--- config.mk ---
export PLATFORM = sky130hd
export DESIGN_NAME = pem_ctrl
export DESIGN_NICKNAME = d
export VERILOG_FILES = /design/src/design/pem_pkg.sv /design/src/design/pem_ctrl.sv
export SDC_FILE = /design/constraint.sdc
export NUM_CORES = 1
export LEC_CHECK = 0
export ABC_AREA = 1
export BUFFER_PORTS_ARGS = -buffer_cell sky130_fd_sc_hd__buf_2
export CAP_MARGIN = 25
export CORE_AREA = 4 4 41 43
export DETAILED_ROUTE_END_ITERATION = 8
export DIE_AREA = 0 0 45 47
export SETUP_SLACK_MARGIN = 0.5
export SLEW_MARGIN = 15
export SYNTH_ARGS = -nofsm -noshare
export SYNTH_HDL_FRONTEND = slang
export SYNTH_SLANG_ARGS = --single-unit
--- constraint.sdc ---
create_clock -name i_clk -period 3.15 [get_ports i_clk]
set_input_delay 0.4725 -clock i_clk [delete_from_list [all_inputs] [get_ports i_clk]]
set_output_delay 0.4725 -clock i_clk [all_outputs]
set_load 0.005 [all_outputs]
--- src/design/pem_pkg.sv ---
// Shared constants, types and helper functions for the Prewitt edge magnitude block.
package pem_pkg;

    // Frame geometry limits
    localparam int MAX_WIDTH  = 1024;
    localparam int MAX_HEIGHT = 1024;

    // Field and counter widths
    localparam int SIZE_W = 11;
    localparam int COL_W  = $clog2(MAX_WIDTH);
    localparam int ROW_W  = $clog2(MAX_HEIGHT + 2);
    localparam int PIX_W  = 8;
    localparam int LINE_W = 2 * PIX_W;
    localparam int GRAD_W = 10;
    localparam int MAG_W  = 11;
    localparam int RAD_W  = 2 * GRAD_W + 1;

    // Integer square root: digit-by-digit, a few steps per cycle
    localparam int ROOT_STEPS   = (RAD_W + 3) / 2;
    localparam int ROOT_W       = 2 * ROOT_STEPS - 1;
    localparam int ROOT_PER_CYC = 4;
    localparam int ROOT_CYC     = (ROOT_STEPS + ROOT_PER_CYC - 1) / ROOT_PER_CYC;
    localparam int ITER_W       = (ROOT_CYC > 1) ? $clog2(ROOT_CYC) : 1;

    // Register port
    localparam int APB_AW = 3;
    localparam int APB_DW = 32;
    localparam logic [SIZE_W-1:0] FRAME_WIDTH_RESET  = SIZE_W'(640);
    localparam logic [SIZE_W-1:0] FRAME_HEIGHT_RESET = SIZE_W'(480);

    typedef enum logic {
        REG_FRAME_WIDTH  = 1'b0,
        REG_FRAME_HEIGHT = 1'b1
    } t_reg_idx;

    typedef enum logic [2:0] {
        S_IDLE,
        S_LOAD,
        S_GRAD,
        S_SQUARE,
        S_ROOT,
        S_EMIT
    } t_state;

    // Controller to datapath
    typedef struct packed {
        logic take;
        logic load;
        logic grad;
        logic square;
        logic root;
        logic emit;
    } t_cmd;

    // Datapath to controller
    typedef struct packed {
        logic skip;
        logic hit;
        logic out_free;
    } t_sts;

    // Square root working state
    typedef struct packed {
        logic [RAD_W-1:0]  rem;
        logic [ROOT_W-1:0] root;
        logic [ROOT_W-1:0] probe;
    } t_root;

    // Size register to working size: below 2 acts as 2, above the limit as the limit
    function automatic logic [SIZE_W-1:0] clamp_size(input logic [SIZE_W-1:0] v,
                                                     input logic [SIZE_W-1:0] lim);
        logic [SIZE_W-1:0] r;
        if (v < SIZE_W'(2)) begin
            r = SIZE_W'(2);
        end else if (v > lim) begin
            r = lim;
        end else begin
            r = v;
        end
        return r;
    endfunction

    // One digit of the restoring square root
    function automatic t_root root_step(input t_root s);
        logic [ROOT_W:0] trial;
        t_root           r;
        trial   = {1'b0, s.root} + {1'b0, s.probe};
        r.probe = s.probe >> 2;
        if ({{(ROOT_W + 1 - RAD_W){1'b0}}, s.rem} >= trial) begin
            r.rem  = s.rem - trial[RAD_W-1:0];
            r.root = (s.root >> 1) + s.probe;
        end else begin
            r.rem  = s.rem;
            r.root = s.root >> 1;
        end
        return r;
    endfunction

endpackage

--- src/design/pem_ctrl.sv ---
// Sequencer: steps one pixel beat through line buffer, gradient, square root and output.
module pem_ctrl (
    input  logic            i_clk,
    input  logic            i_rst_n,
    input  logic            i_in_valid,
    output logic            o_in_ready,
    input  pem_pkg::t_sts   i_sts,
    output pem_pkg::t_cmd   o_cmd
);

    localparam logic [pem_pkg::ITER_W-1:0] ITER_LAST = pem_pkg::ITER_W'(pem_pkg::ROOT_CYC - 1);

    pem_pkg::t_state                 r_state, n_state;
    logic [pem_pkg::ITER_W-1:0]      r_iter, n_iter;

    // State and iteration registers
    always_ff @(posedge i_clk) begin
        if (!i_rst_n) begin
            r_state <= pem_pkg::S_IDLE;
            r_iter  <= '0;
        end else begin
            r_state <= n_state;
            r_iter  <= n_iter;
        end
    end

    // Next state and commands
    always_comb begin
        n_state    = r_state;
        n_iter     = r_iter;
        o_cmd      = '0;
        o_in_ready = 1'b0;
        unique case (r_state)
            pem_pkg::S_IDLE: begin
                o_in_ready = 1'b1;
                // a flush beat in mid-frame is taken and dropped
                if (i_in_valid && !i_sts.skip) begin
                    o_cmd.take = 1'b1;
                    n_state    = pem_pkg::S_LOAD;
                end
            end
            pem_pkg::S_LOAD: begin
                o_cmd.load = 1'b1;
                n_state    = i_sts.hit ? pem_pkg::S_GRAD : pem_pkg::S_IDLE;
            end
            pem_pkg::S_GRAD: begin
                o_cmd.grad = 1'b1;
                n_state    = pem_pkg::S_SQUARE;
            end
            pem_pkg::S_SQUARE: begin
                o_cmd.square = 1'b1;
                n_iter       = '0;
                n_state      = pem_pkg::S_ROOT;
            end
            pem_pkg::S_ROOT: begin
                o_cmd.root = 1'b1;
                if (r_iter == ITER_LAST) begin
                    n_state = pem_pkg::S_EMIT;
                end else begin
                    n_iter = r_iter + pem_pkg::ITER_W'(1);
                end
            end
            pem_pkg::S_EMIT: begin
                if (i_sts.out_free) begin
                    o_cmd.emit = 1'b1;
                    n_state    = pem_pkg::S_IDLE;
                end
            end
            default: begin
                n_state = pem_pkg::S_IDLE;
            end
        endcase
    end

endmodule

==> key figures, run 1 <==
Critical path
  – Crit-path leading delay family: flip-flops
  – Startpoint Class: flip-flop
  – Worst setup EP type: output port
  – CP Cell Sequence: inv_2 -> nor3_1 -> buf_2
  – Crit Reg-Reg Endpoint: r_state[0]$_SDFFE_PN0P_
  – Critical Path AT: 1.13 ns
  – Critical Path Fanout Max: 4
  – CP max stage delay: 0.44 ns
  – Register-to-Register Path Depth: 8
  – WS Path Type: flip-flop to output port
  – Crit-path slowest cell: dfxtp_1
  – Worst EP required: 2.68 ns
  – Reg2Reg Setup Slack: 2.00 ns
  – Critical register-to-register path startpoint: r_iter[0]$_SDFFE_PN0P_
  – WP buf/inv: 2

Placement
  – RD Place Congestion: 0.682
  – Post-DP HPWL: 548 um
  – Placement Setup Slack: 1.80 ns
  – IO buf count: 12

Drt
  – Initial drt markers: 6
  – Detail Route Antenna Nets: 0
  – DRC: 0
  – WL per Instance: 7.89 um
  – Final wirelength: 647 um
  – Vias per std cell: 4.05
  – Vias: 332
  – TritonRoute pass-1 iters: 2

Clock tree
  – CTS tree: done
  – Setup bufs post-CTS: 0
  – Clk_lat worst skew: 0.24 ns
  – Cts bufs inserted: 3
  – Clk pin slew, worst setup/hold paths: 0.05 ns
  – Clock tree buffer depth: 2
  – Hold buffers post-CTS: 0
  – Clk root buf: clkbuf_4
  – H-tree lvl count: 1
  – Post_cts resized: 0
  – TritonCTS Sinks: 5

Power and ir drop
  – Psw: 0.0000526 W
  – Sequential share of power: 0.403
  – Clock Power Share: 0.393
  – Power per cell area: 424 mW/mm^2
  – Leakage: 0.248 nW
  – Peak VDD IR: 317 uV
  – Int Pwr: 0.000132 W
  – Sw Share: 0.285
  – Combinational Power Share: 0.204

Synthesis
  – Yosys reg bits: 5
  – Synth unique cells: 17
  – Seq/Total Area, Yosys: 0.299
  – Syn nets: 59
  – Yosys warnings: 0
  – Avg Synthesized Cell Area: 6.45 sq um
  – Synth Instances: 52
  – Mapped cell area: 335 sq um

Global route
  – Pin count of the biggest net entering global routing: 9
  – Initial antenna violation count: 0
  – Vias in the first global route: 280
  – GRT Total Usage: 0.0703
  – First-pass GRT wire length: 1080 um
  – Total grt overflow: 0

Layout
  – ANT cells: 0
  – Ratio of cells with drive above 1 in the final layout: 0.373
  – Area grow syn2layout: 29.9%
  – Core Util, Final: 0.335
  – Layout Nets: 75
  – Fillers: 154

Hold path
  – HP Class: input pin to flip-flop
  – HP Start: i_sts[1]
  – Cell depth of the worst min-delay path: 3
  – Hold worst-path end: r_state[1]$_SDFFE_PN0P_

Status
  – Status: finished clean

Timing
  – Fmax: 624 MHz
  – Count of final hold-check violations: 0
  – RSZ-0062 raised after global routing: no
  – Min Clock Period, post-route: 1.60 ns
  – Final setup TNS: 0 ns
  – Worst-Margin Slew: 0.309 ns
  – Setup Viol. Count Final: 0
  – Ratio of final minimum period to clock period: 0.508
  – Max Transition Viols Final: 0
  – Post-route setup slack: 1.55 ns
  – Worst slew margin: 0.794
  – Worst Skew: 0.00520 ns

Floorplanning
  – CORE AREA: 0.00130 sq mm
  – # IOs: 13
  – Die Width: 45 um
  – Site Rows: 13
  – Initial Util: 0.258
  – Die area: 0.00212 sq mm
  – Die H: 47 um

Run
  – Max cap viols: 0
-- registers in the layout, indices dropped and copies added, names as in the netlist --
register,count
r_iter,2
r_state,3
-- worst max-delay path by stage --
stage | start | end | slack [ns] | cells past startpoint
after floorplan | r_state[0]$_SDFFE_PN0P_ | o_cmd[5] | 1.98 | 3
after global placement | i_sts[2] | o_cmd[5] | 1.83 | 5
after detailed placement | i_sts[2] | o_cmd[5] | 1.80 | 5
after CTS | r_state[1]$_SDFFE_PN0P_ | o_cmd[3] | 1.55 | 3
after global routing | r_state[1]$_SDFFE_PN0P_ | o_cmd[3] | 1.45 | 3
final | r_state[1]$_SDFFE_PN0P_ | o_cmd[3] | 1.55 | 3
-- stage by stage --
| step | hold slack (ns) | cell area [sq um] | std cells | power (W) |
|---|---|---|---|---|
| 6_report | 0.471 | 435 | 82 | 0.000185 |
| 5_1_grt | 0.479 | 435 | 82 | 0.000202 |
| 4_1_cts | 0.470 | 435 | 82 | 0.000188 |
| 3_5_place_dp | 0.496 | 409 | 78 | 0.000114 |
| 3_3_place_gp | 0.495 | 409 | 78 | 0.000113 |
| 2_1_floorplan | 0.479 | 335 | 52 | 0.0000996 |
-- metal layers --
layer | wire length (um) | up-vias | global-route usage
met1 | 298 | 132 | 0.0795
li1 | - | 192 | -
met2 | 302 | 8 | 0.110
met4 | 0 | 0 | 0.0175
met5 | 0 | - | 0
met3 | 46 | 0 | 0.0460
-- synth_stat cells, drive strengths merged --
library cell | number | share of area
dfxtp | 5 | 0.30
ha | 1 | 0.037
nand2 | 9 | 0.12
nand3 | 5 | 0.10
nor2 | 10 | 0.13
nor3 | 1 | 0.015
a21oi | 4 | 0.071
buf | 1 | 0.015
nand4 | 1 | 0.019
inv | 12 | 0.13
o21ai | 3 | 0.056
-- final cells by class --
type	instances	area [sq um]	share of cell area
inverters	12	45.0	0.103
repair buffers	12	60.1	0.138
flip-flops and latches	5	100	0.230
well taps	15	18.8	0.0431
clock buffers	4	26.3	0.0603
multi-input cells	34	185	0.425
-- tightest hold or removal path: stages --
cell and delay, ns:
buf_2 0.08, a21oi_1 0.05, nor2_1 0.07
-- power by group through the flow --
stage | clock network (W) | registers (W) | logic, W
floorplan | 0 | 0.0000738 | 0.0000258
global placement | 0 | 0.0000752 | 0.0000380
detailed placement | 0 | 0.0000757 | 0.0000380
CTS | 0.0000753 | 0.0000745 | 0.0000382
global route | 0.0000832 | 0.0000747 | 0.0000441
finish | 0.0000725 | 0.0000744 | 0.0000376
-- kinds of logic after synthesis --
logic type | after synthesis | share of synthesized area
compound gates | 7 | 0.127
fa+ha+maj | 1 | 0.0373
buf+inv | 13 | 0.149
flops | 5 | 0.299
simple gates | 26 | 0.388
-- cells in the final DEF (no fill, tap or decap) --
cell type,n
nand3_2,2
a21oi_2,1
nor2_4,1
nand2_2,2
inv_1,9
nand3_1,3
inv_2,3
nor2_1,9
clkbuf_4,3
o21ai_1,2
o21ai_2,1
dfxtp_1,5
nand2_1,7
nor3_1,1
nand4_1,1
buf_2,12
ha_1,1
clkbuf_1,1
a21oi_1,3
Note: power is estimated with default switching activity, not from simulation.
==> inputs of run 2 (changes only) <==
==> constraint.sdc (replaced) <==
create_clock -name i_clk -period 1.5 [get_ports i_clk]
set_input_delay 0.225 -clock i_clk [delete_from_list [all_inputs] [get_ports i_clk]]
set_output_delay 0.225 -clock i_clk [all_outputs]
set_load 0.005 [all_outputs]
==> run 2 against run 1 <==
Clock skew is 0.0049 ns lower. Via count is 9.3% higher. Largest power group is now clock. Flip-flop and latch count stayed put. Final area is 13% higher. Non-clock buffer count is 3 higher. Sequential share of layout area is 0.54 points lower. Clock power is 120% higher. First-iteration DRC count is 67% lower. Worst setup slack worse by 1.3 ns. Combinational power grew to 2.7 times the previous value.
==> key figures, run 2 (synthesized netlist as in run 1, its figures left out) <==
Status
  – Status: finished clean (unchanged)

Clock tree
  – Cts bufs inserted: 3 (unchanged)
  – H-tree lvl count: 1 (unchanged)
  – Clock tree buffer depth: 2 (unchanged)
  – Clk root buf: clkbuf_4 (unchanged)
  – Clk_lat worst skew: 0.24 ns (about the same)
  – CTS tree: done (unchanged)
  – Hold buffers post-CTS: 0 (unchanged)
  – TritonCTS Sinks: 5 (unchanged)
  – Clk pin slew, worst setup/hold paths: 0.04 ns (was 0.05 ns)

Drt
  – Vias: 363 (was 332)
  – WL per Instance: 8.48 um (was 7.89 um)
  – Final wirelength: 721 um (was 647 um)
  – TritonRoute pass-1 iters: 3 (was 2)
  – Initial drt markers: 2 (was 6)
  – Detail Route Antenna Nets: 0 (unchanged)
  – DRC: 0 (unchanged)
  – Vias per std cell: 4.27 (was 4.05)

Global route
  – First-pass GRT wire length: 1250 um (was 1080 um)
  – Initial antenna violation count: 0 (unchanged)
  – Total grt overflow: 0 (unchanged)
  – Vias in the first global route: 310 (was 280)
  – GRT Total Usage: 0.0855 (was 0.0703)
  – Pin count of the biggest net entering global routing: 9 (unchanged)

Power and ir drop
  – Peak VDD IR: 417 uV (was 317 uV)
  – Leakage: 0.268 nW (was 0.248 nW)
  – Power per cell area: 844 mW/mm^2 (was 424 mW/mm^2)

Critical path
  – Startpoint Class: flip-flop (unchanged)
  – CP max stage delay: 0.35 ns (was 0.44 ns)
  – Critical Path Fanout Max: 4 (unchanged)
  – WS Path Type: flip-flop to output port (unchanged)
  – Crit-path slowest cell: dfxtp_2 (was dfxtp_1)
  – CP Cell Sequence: nor2_4 -> nand2_2 -> nor2_1 -> buf_2 (was inv_2 -> nor3_1 -> buf_2)
  – Crit-path leading delay family: flip-flops (unchanged)
  – Worst EP required: 1.27 ns (was 2.68 ns)
  – Worst setup EP type: output port (unchanged)
  – Critical Path AT: 1.00 ns (was 1.13 ns)
  – WP buf/inv: 1 (was 2)

Layout
  – Commonest non-fill, non-tap cell in the layout: buf_2 (unchanged)
  – Ratio of cells with drive above 1 in the final layout: 0.543 (was 0.373)
  – Most frequent cells in the layout: buf_2, inv_1, nor2_1, nand2_1 (was buf_2, inv_1, nor2_1, nand2_1, dfxtp_1)
  – Top reg by flops: r_state (unchanged)
  – Final instance area: 490 sq um (was 435 sq um)
  – Max reg flops: 3 (unchanged)
  – ANT cells: 0 (unchanged)
  – Layout Nets: 78 (was 75)
  – Biggest registers after layout: r_state: 3 flops, r_iter: 2 flops (unchanged)
  – Area grow syn2layout: 46.3% (was 29.9%)
  – Non-Filler Instances: 85 (was 82)
  – Fillers: 151 (was 154)

Floorplanning
  – Die Width: 45 um (unchanged)
  – Die H: 47 um (unchanged)
  – Site Rows: 13 (unchanged)
  – CORE AREA: 0.00130 sq mm (unchanged)
  – Initial Util: 0.258 (unchanged)
  – Die area: 0.00212 sq mm (unchanged)
  – # IOs: 13 (unchanged)

Timing
  – Min Clock Period, post-route: 1.22 ns
  – Setup Viol. Count Final: 0 (unchanged)
  – Final setup TNS: 0 ns (unchanged)
  – Worst-Margin Slew: 0.144 ns (was 0.309 ns)
  – Worst slew margin: 0.903 (was 0.794)
  – Count of final hold-check violations: 0 (unchanged)
  – Max Transition Viols Final: 0 (unchanged)
  – RSZ-0062 raised after global routing: yes (was no)
  – Fmax: 817 MHz
  – Worst Skew: 0.000343 ns (was 0.00520 ns)
  – Ratio of final minimum period to clock period: 0.816
  – Post-route setup slack: 0.276 ns (was 1.55 ns)

Placement
  – IO buf count: 12 (unchanged)
  – Placed insts: 78 (unchanged)
  – RD Place Congestion: 0.751 (was 0.682)
  – Post-placement cell area: 413 sq um (was 409 sq um)
  – Post-DP HPWL: 535 um (was 548 um)
  – Placement Setup Slack: 0.425 ns (was 1.80 ns)

Hold path
  – HP Class: input pin to flip-flop (unchanged)

Run
  – Max cap viols: 0 (unchanged)
run 2: cell count changes in the layout (fill, tap and decap cells not counted), moves of 2 or more:
cell     change
dfxtp_1      -4
buf_4        +3
dfxtp_2      +2
dfxtp_4      +2
nand2_1      -2
nand2_2      +2
run 2: power breakdown:
group / total, W / internal [W] / switching, W
Combinational: 0.0000997 / 0.0000482 / 0.0000515
Clock: 0.000158 / 0.000101 / 0.0000568
Sequential: 0.000157 / 0.000141 / 0.0000153
Total: 0.000414 / 0.000290 / 0.000124
run 2: path summary, 6_finish.rpt:
path / start / endpoint / slack (ns) / cells after the start
min reg2reg: r_iter[1]$_SDFFE_PN0P_ / r_iter[1]$_SDFFE_PN0P_ / 0.51 / 2
max: r_state[1]$_SDFFE_PN0P_ / o_cmd[5] / 0.28 / 4
max reg2reg: r_state[1]$_SDFFE_PN0P_ / r_iter[0]$_SDFFE_PN0P_ / 0.45 / 7
min: i_sts[1] / r_state[1]$_SDFFE_PN0P_ / 0.22 / 3
run 2: worst register-to-register path, delay by kind of cell (launching register included):
family / cells / cell delay (ns)
buf+inv: 2 / 0.18
compound gates: 1 / 0.06
flops: 1 / 0.35
simple gates: 4 / 0.35
run 2: stage by stage:
stage	hold slack (ns)	utilization	total power, W
after global routing	0.272	0.377	0.000444
after CTS	0.209	0.350	0.000406
final	0.218	0.377	0.000414
after global placement	0.461	0.317	0.000238
after floorplan	0.355	-	0.000209
after detailed placement	0.469	0.317	0.000238
run 2: final cells by class:
type                    instances  area (sq um)  share of cell area
repair buffers                 15          82.6               0.168
clock buffers                   4          26.3              0.0536
inverters                      12          45.0              0.0918
flip-flops and latches          5           110               0.224
well taps                      15          18.8              0.0383
multi-input cells              34           208               0.423
run 2: timing repair:
action / in CTS / in global routing
setup endpoints to repair: 11 / 11
buffers inserted: 0 / 3
gates resized for setup: 7 / 3
pin swaps: 2 / 2
run 2: per-layer routing:
layer	vias up	wire length, um	GRT usage
met5	-	0	0
met4	0	32	0.0877
met2	11	320	0.124
li1	196	-	-
met1	152	304	0.0938
met3	4	63	0.0307
==> inputs of run 3 (changes only) <==
==> constraint.sdc (replaced) <==
create_clock -name i_clk -period 1 [get_ports i_clk]
set_input_delay 0.15 -clock i_clk [delete_from_list [all_inputs] [get_ports i_clk]]
set_output_delay 0.15 -clock i_clk [all_outputs]
set_load 0.005 [all_outputs]
==> run 3 against run 2 <==
The run now ends with negative setup slack left. Worst setup slack lost 0.44 ns. Clock skew up 0.00081 ns. Clock-buffer cell count is the same. Critical path type unchanged.
==> key figures, run 3 (synthesized netlist as in run 1, its figures left out) <==
Status
  – Status: finished, violations left (was finished clean)
  – Failing checks: negative setup slack

Timing
  – Max Transition Viols Final: 0 (unchanged)
  – Worst Skew: 0.00116 ns (was 0.000343 ns)
  – Hold Worst Slack: 0.155 ns (was 0.218 ns)
  – Count of final hold-check violations: 0 (unchanged)
  – Fmax: 858 MHz
  – Worst slew margin: 0.907 (was 0.903)
  – Post-route setup slack: -0.166 ns (was 0.276 ns)
  – Min Clock Period, post-route: 1.17 ns
  – Ratio of final minimum period to clock period: 1.17
  – Setup Viol. Count Final: 11 (was 0)
  – Worst-Margin Slew: 0.138 ns (was 0.144 ns)
  – RSZ-0062 raised after global routing: yes (unchanged)

Layout
  – Top reg by flops: r_state (unchanged)
  – Max reg flops: 3 (unchanged)
  – Non-Filler Instances: 93 (was 85)
  – Biggest registers after layout: r_state: 3 flops, r_iter: 2 flops (unchanged)
  – Final instance area: 648 sq um (was 490 sq um)
  – ANT cells: 0 (unchanged)
  – Layout Nets: 86 (was 78)
  – Area grow syn2layout: 93.3% (was 46.3%)
  – Fillers: 140 (was 151)
  – Most frequent cells in the layout: buf_2, nor2_1, inv_1 (was buf_2, inv_1, nor2_1, nand2_1)
  – Commonest non-fill, non-tap cell in the layout: buf_2 (unchanged)
  – Ratio of cells with drive above 1 in the final layout: 0.667 (was 0.543)

Placement
  – Placement Setup Slack: -0.0141 ns (was 0.425 ns)
  – Placed insts: 83 (was 78)
  – IO buf count: 12 (unchanged)
  – Post-DP HPWL: 633 um (was 535 um)
  – Post-placement cell area: 507 sq um (was 413 sq um)
  – RD Place Congestion: 0.639 (was 0.751)

Global route
  – GRT Total Usage: 0.0918 (was 0.0855)
  – Vias in the first global route: 365 (was 310)
  – Total grt overflow: 0 (unchanged)
  – First-pass GRT wire length: 1410 um (was 1250 um)
  – Pin count of the biggest net entering global routing: 7 (was 9)
  – Initial antenna violation count: 0 (unchanged)

Drt
  – DRC: 0 (unchanged)
  – Detail Route Antenna Nets: 0 (unchanged)
  – Final wirelength: 806 um (was 721 um)
  – Vias: 405 (was 363)
  – Vias per std cell: 4.35 (was 4.27)
  – TritonRoute pass-1 iters: 2 (was 3)
  – Initial drt markers: 1 (was 2)
  – WL per Instance: 8.67 um (was 8.48 um)

Hold path
  – Hold worst-path end: r_state[1]$_SDFFE_PN0P_ (unchanged)
  – HP Start: i_sts[1] (unchanged)
  – HP Class: input pin to flip-flop (unchanged)
  – Cell depth of the worst min-delay path: 3 (unchanged)

Floorplanning
  – # IOs: 13 (unchanged)
  – Site Rows: 13 (unchanged)
  – CORE AREA: 0.00130 sq mm (unchanged)
  – Die area: 0.00212 sq mm (unchanged)
  – Die H: 47 um (unchanged)
  – Die Width: 45 um (unchanged)
  – Initial Util: 0.258 (unchanged)

Critical path
  – Worst EP required: 0.85 ns (was 1.27 ns)
  – Register-to-Register Path Depth: 7 (unchanged)
  – WS Path Type: flip-flop to output port (unchanged)
  – Critical Path AT: 1.02 ns (was 1.00 ns)
  – Crit Reg-Reg Endpoint: r_state[0]$_SDFFE_PN0P_ (was r_iter[0]$_SDFFE_PN0P_)
  – Critical register-to-register path startpoint: r_state[1]$_SDFFE_PN0P_ (unchanged)
  – Reg2Reg Setup Slack: -0.09 ns (was 0.45 ns)
  – Critical Path Fanout Max: 4 (unchanged)
  – Startpoint Class: flip-flop (unchanged)
  – Worst setup EP type: output port (unchanged)

Power and ir drop
  – Leakage: 0.321 nW (was 0.268 nW)
  – Peak VDD IR: 674 uV (was 417 uV)
  – Power per cell area: 1050 mW/mm^2 (was 844 mW/mm^2)
  – Final Total Pwr: 0.000679 W (was 0.000414 W)

Clock tree
  – TritonCTS Sinks: 5 (unchanged)
  – Cts bufs inserted: 3 (unchanged)
  – Clk_lat worst skew: 0.23 ns (was 0.24 ns)
  – H-tree lvl count: 1 (unchanged)
  – Clk pin slew, worst setup/hold paths: 0.04 ns (about the same)
  – Clk root buf: clkbuf_4 (unchanged)
  – Clock tree buffer depth: 2 (unchanged)
  – CTS tree: done (unchanged)

Run
  – Max cap viols: 0 (unchanged)
## run 3: changes by cell type in the layout (fill, tap and decap cells not counted), moves of 2 or more
cell     before  now
inv_1         8    6
buf_4         3    5
nand3_4       1    3
buf_6         0    5
## run 3: worst max-delay path by stage
stage	startpoint	endpoint	slack [ns]
global route	r_state[1]$_SDFFE_PN0P_	o_cmd[1]	-0.22
CTS	r_state[0]$_SDFFE_PN0P_	o_cmd[5]	-0.18
finish	r_state[1]$_SDFFE_PN0P_	o_cmd[1]	-0.17
global placement	r_iter[0]$_SDFFE_PN0P_	r_state[0]$_SDFFE_PN0P_	0.0001
detailed placement	r_iter[0]$_SDFFE_PN0P_	r_state[0]$_SDFFE_PN0P_	-0.01
floorplan	r_iter[0]$_SDFFE_PN0P_	r_iter[0]$_SDFFE_PN0P_	0.03
## run 3: layer usage
metal / up-vias / wire length (um) / GRT usage
li1: 213 / - / -
met1: 184 / 334 / 0.100
met2: 8 / 417 / 0.158
met3: 0 / 54 / 0.0383
met4: 0 / 0 / 0.0351
met5: - / 0 / 0
## run 3: cell type report
type                       instances  area [sq um]  area share
multi-input combinational         34           255       0.394
sequential                         5           114       0.176
clock buffer                       4          26.3      0.0405
timing repair buffer              23           174       0.268
tap                               15          18.8      0.0290
inverter                          12          60.1      0.0927
## run 3: per-stage QoR
step / util / TNS (ns)
after floorplan: - / 0
after global placement: 0.389 / 0
after detailed placement: 0.389 / -0.0168
after CTS: 0.470 / -1.29
after global routing: 0.498 / -1.84
final: 0.498 / -1.17
## run 3: critical path, cell delays in order (launching register included)
cell	delay (ns)
dfxtp_4	0.36
nor2_4	0.15
nand2_2	0.10
inv_1	0.06
buf_2	0.10
## run 3: report_power, final
| group | internal, W | switching, W |
|---|---|---|
| combinational | 0.000116 | 0.000106 |
| clock | 0.000150 | 0.0000729 |
| sequential | 0.000211 | 0.0000230 |
| total | 0.000477 | 0.000202 |
## run 3: repair_timing
item,in CTS,in global routing
endpoints found under the setup margin,12,12
pin swaps,5,3
hold buffers,0,0
resized for setup,8,6
cloned,0,0
buffers inserted,5,1
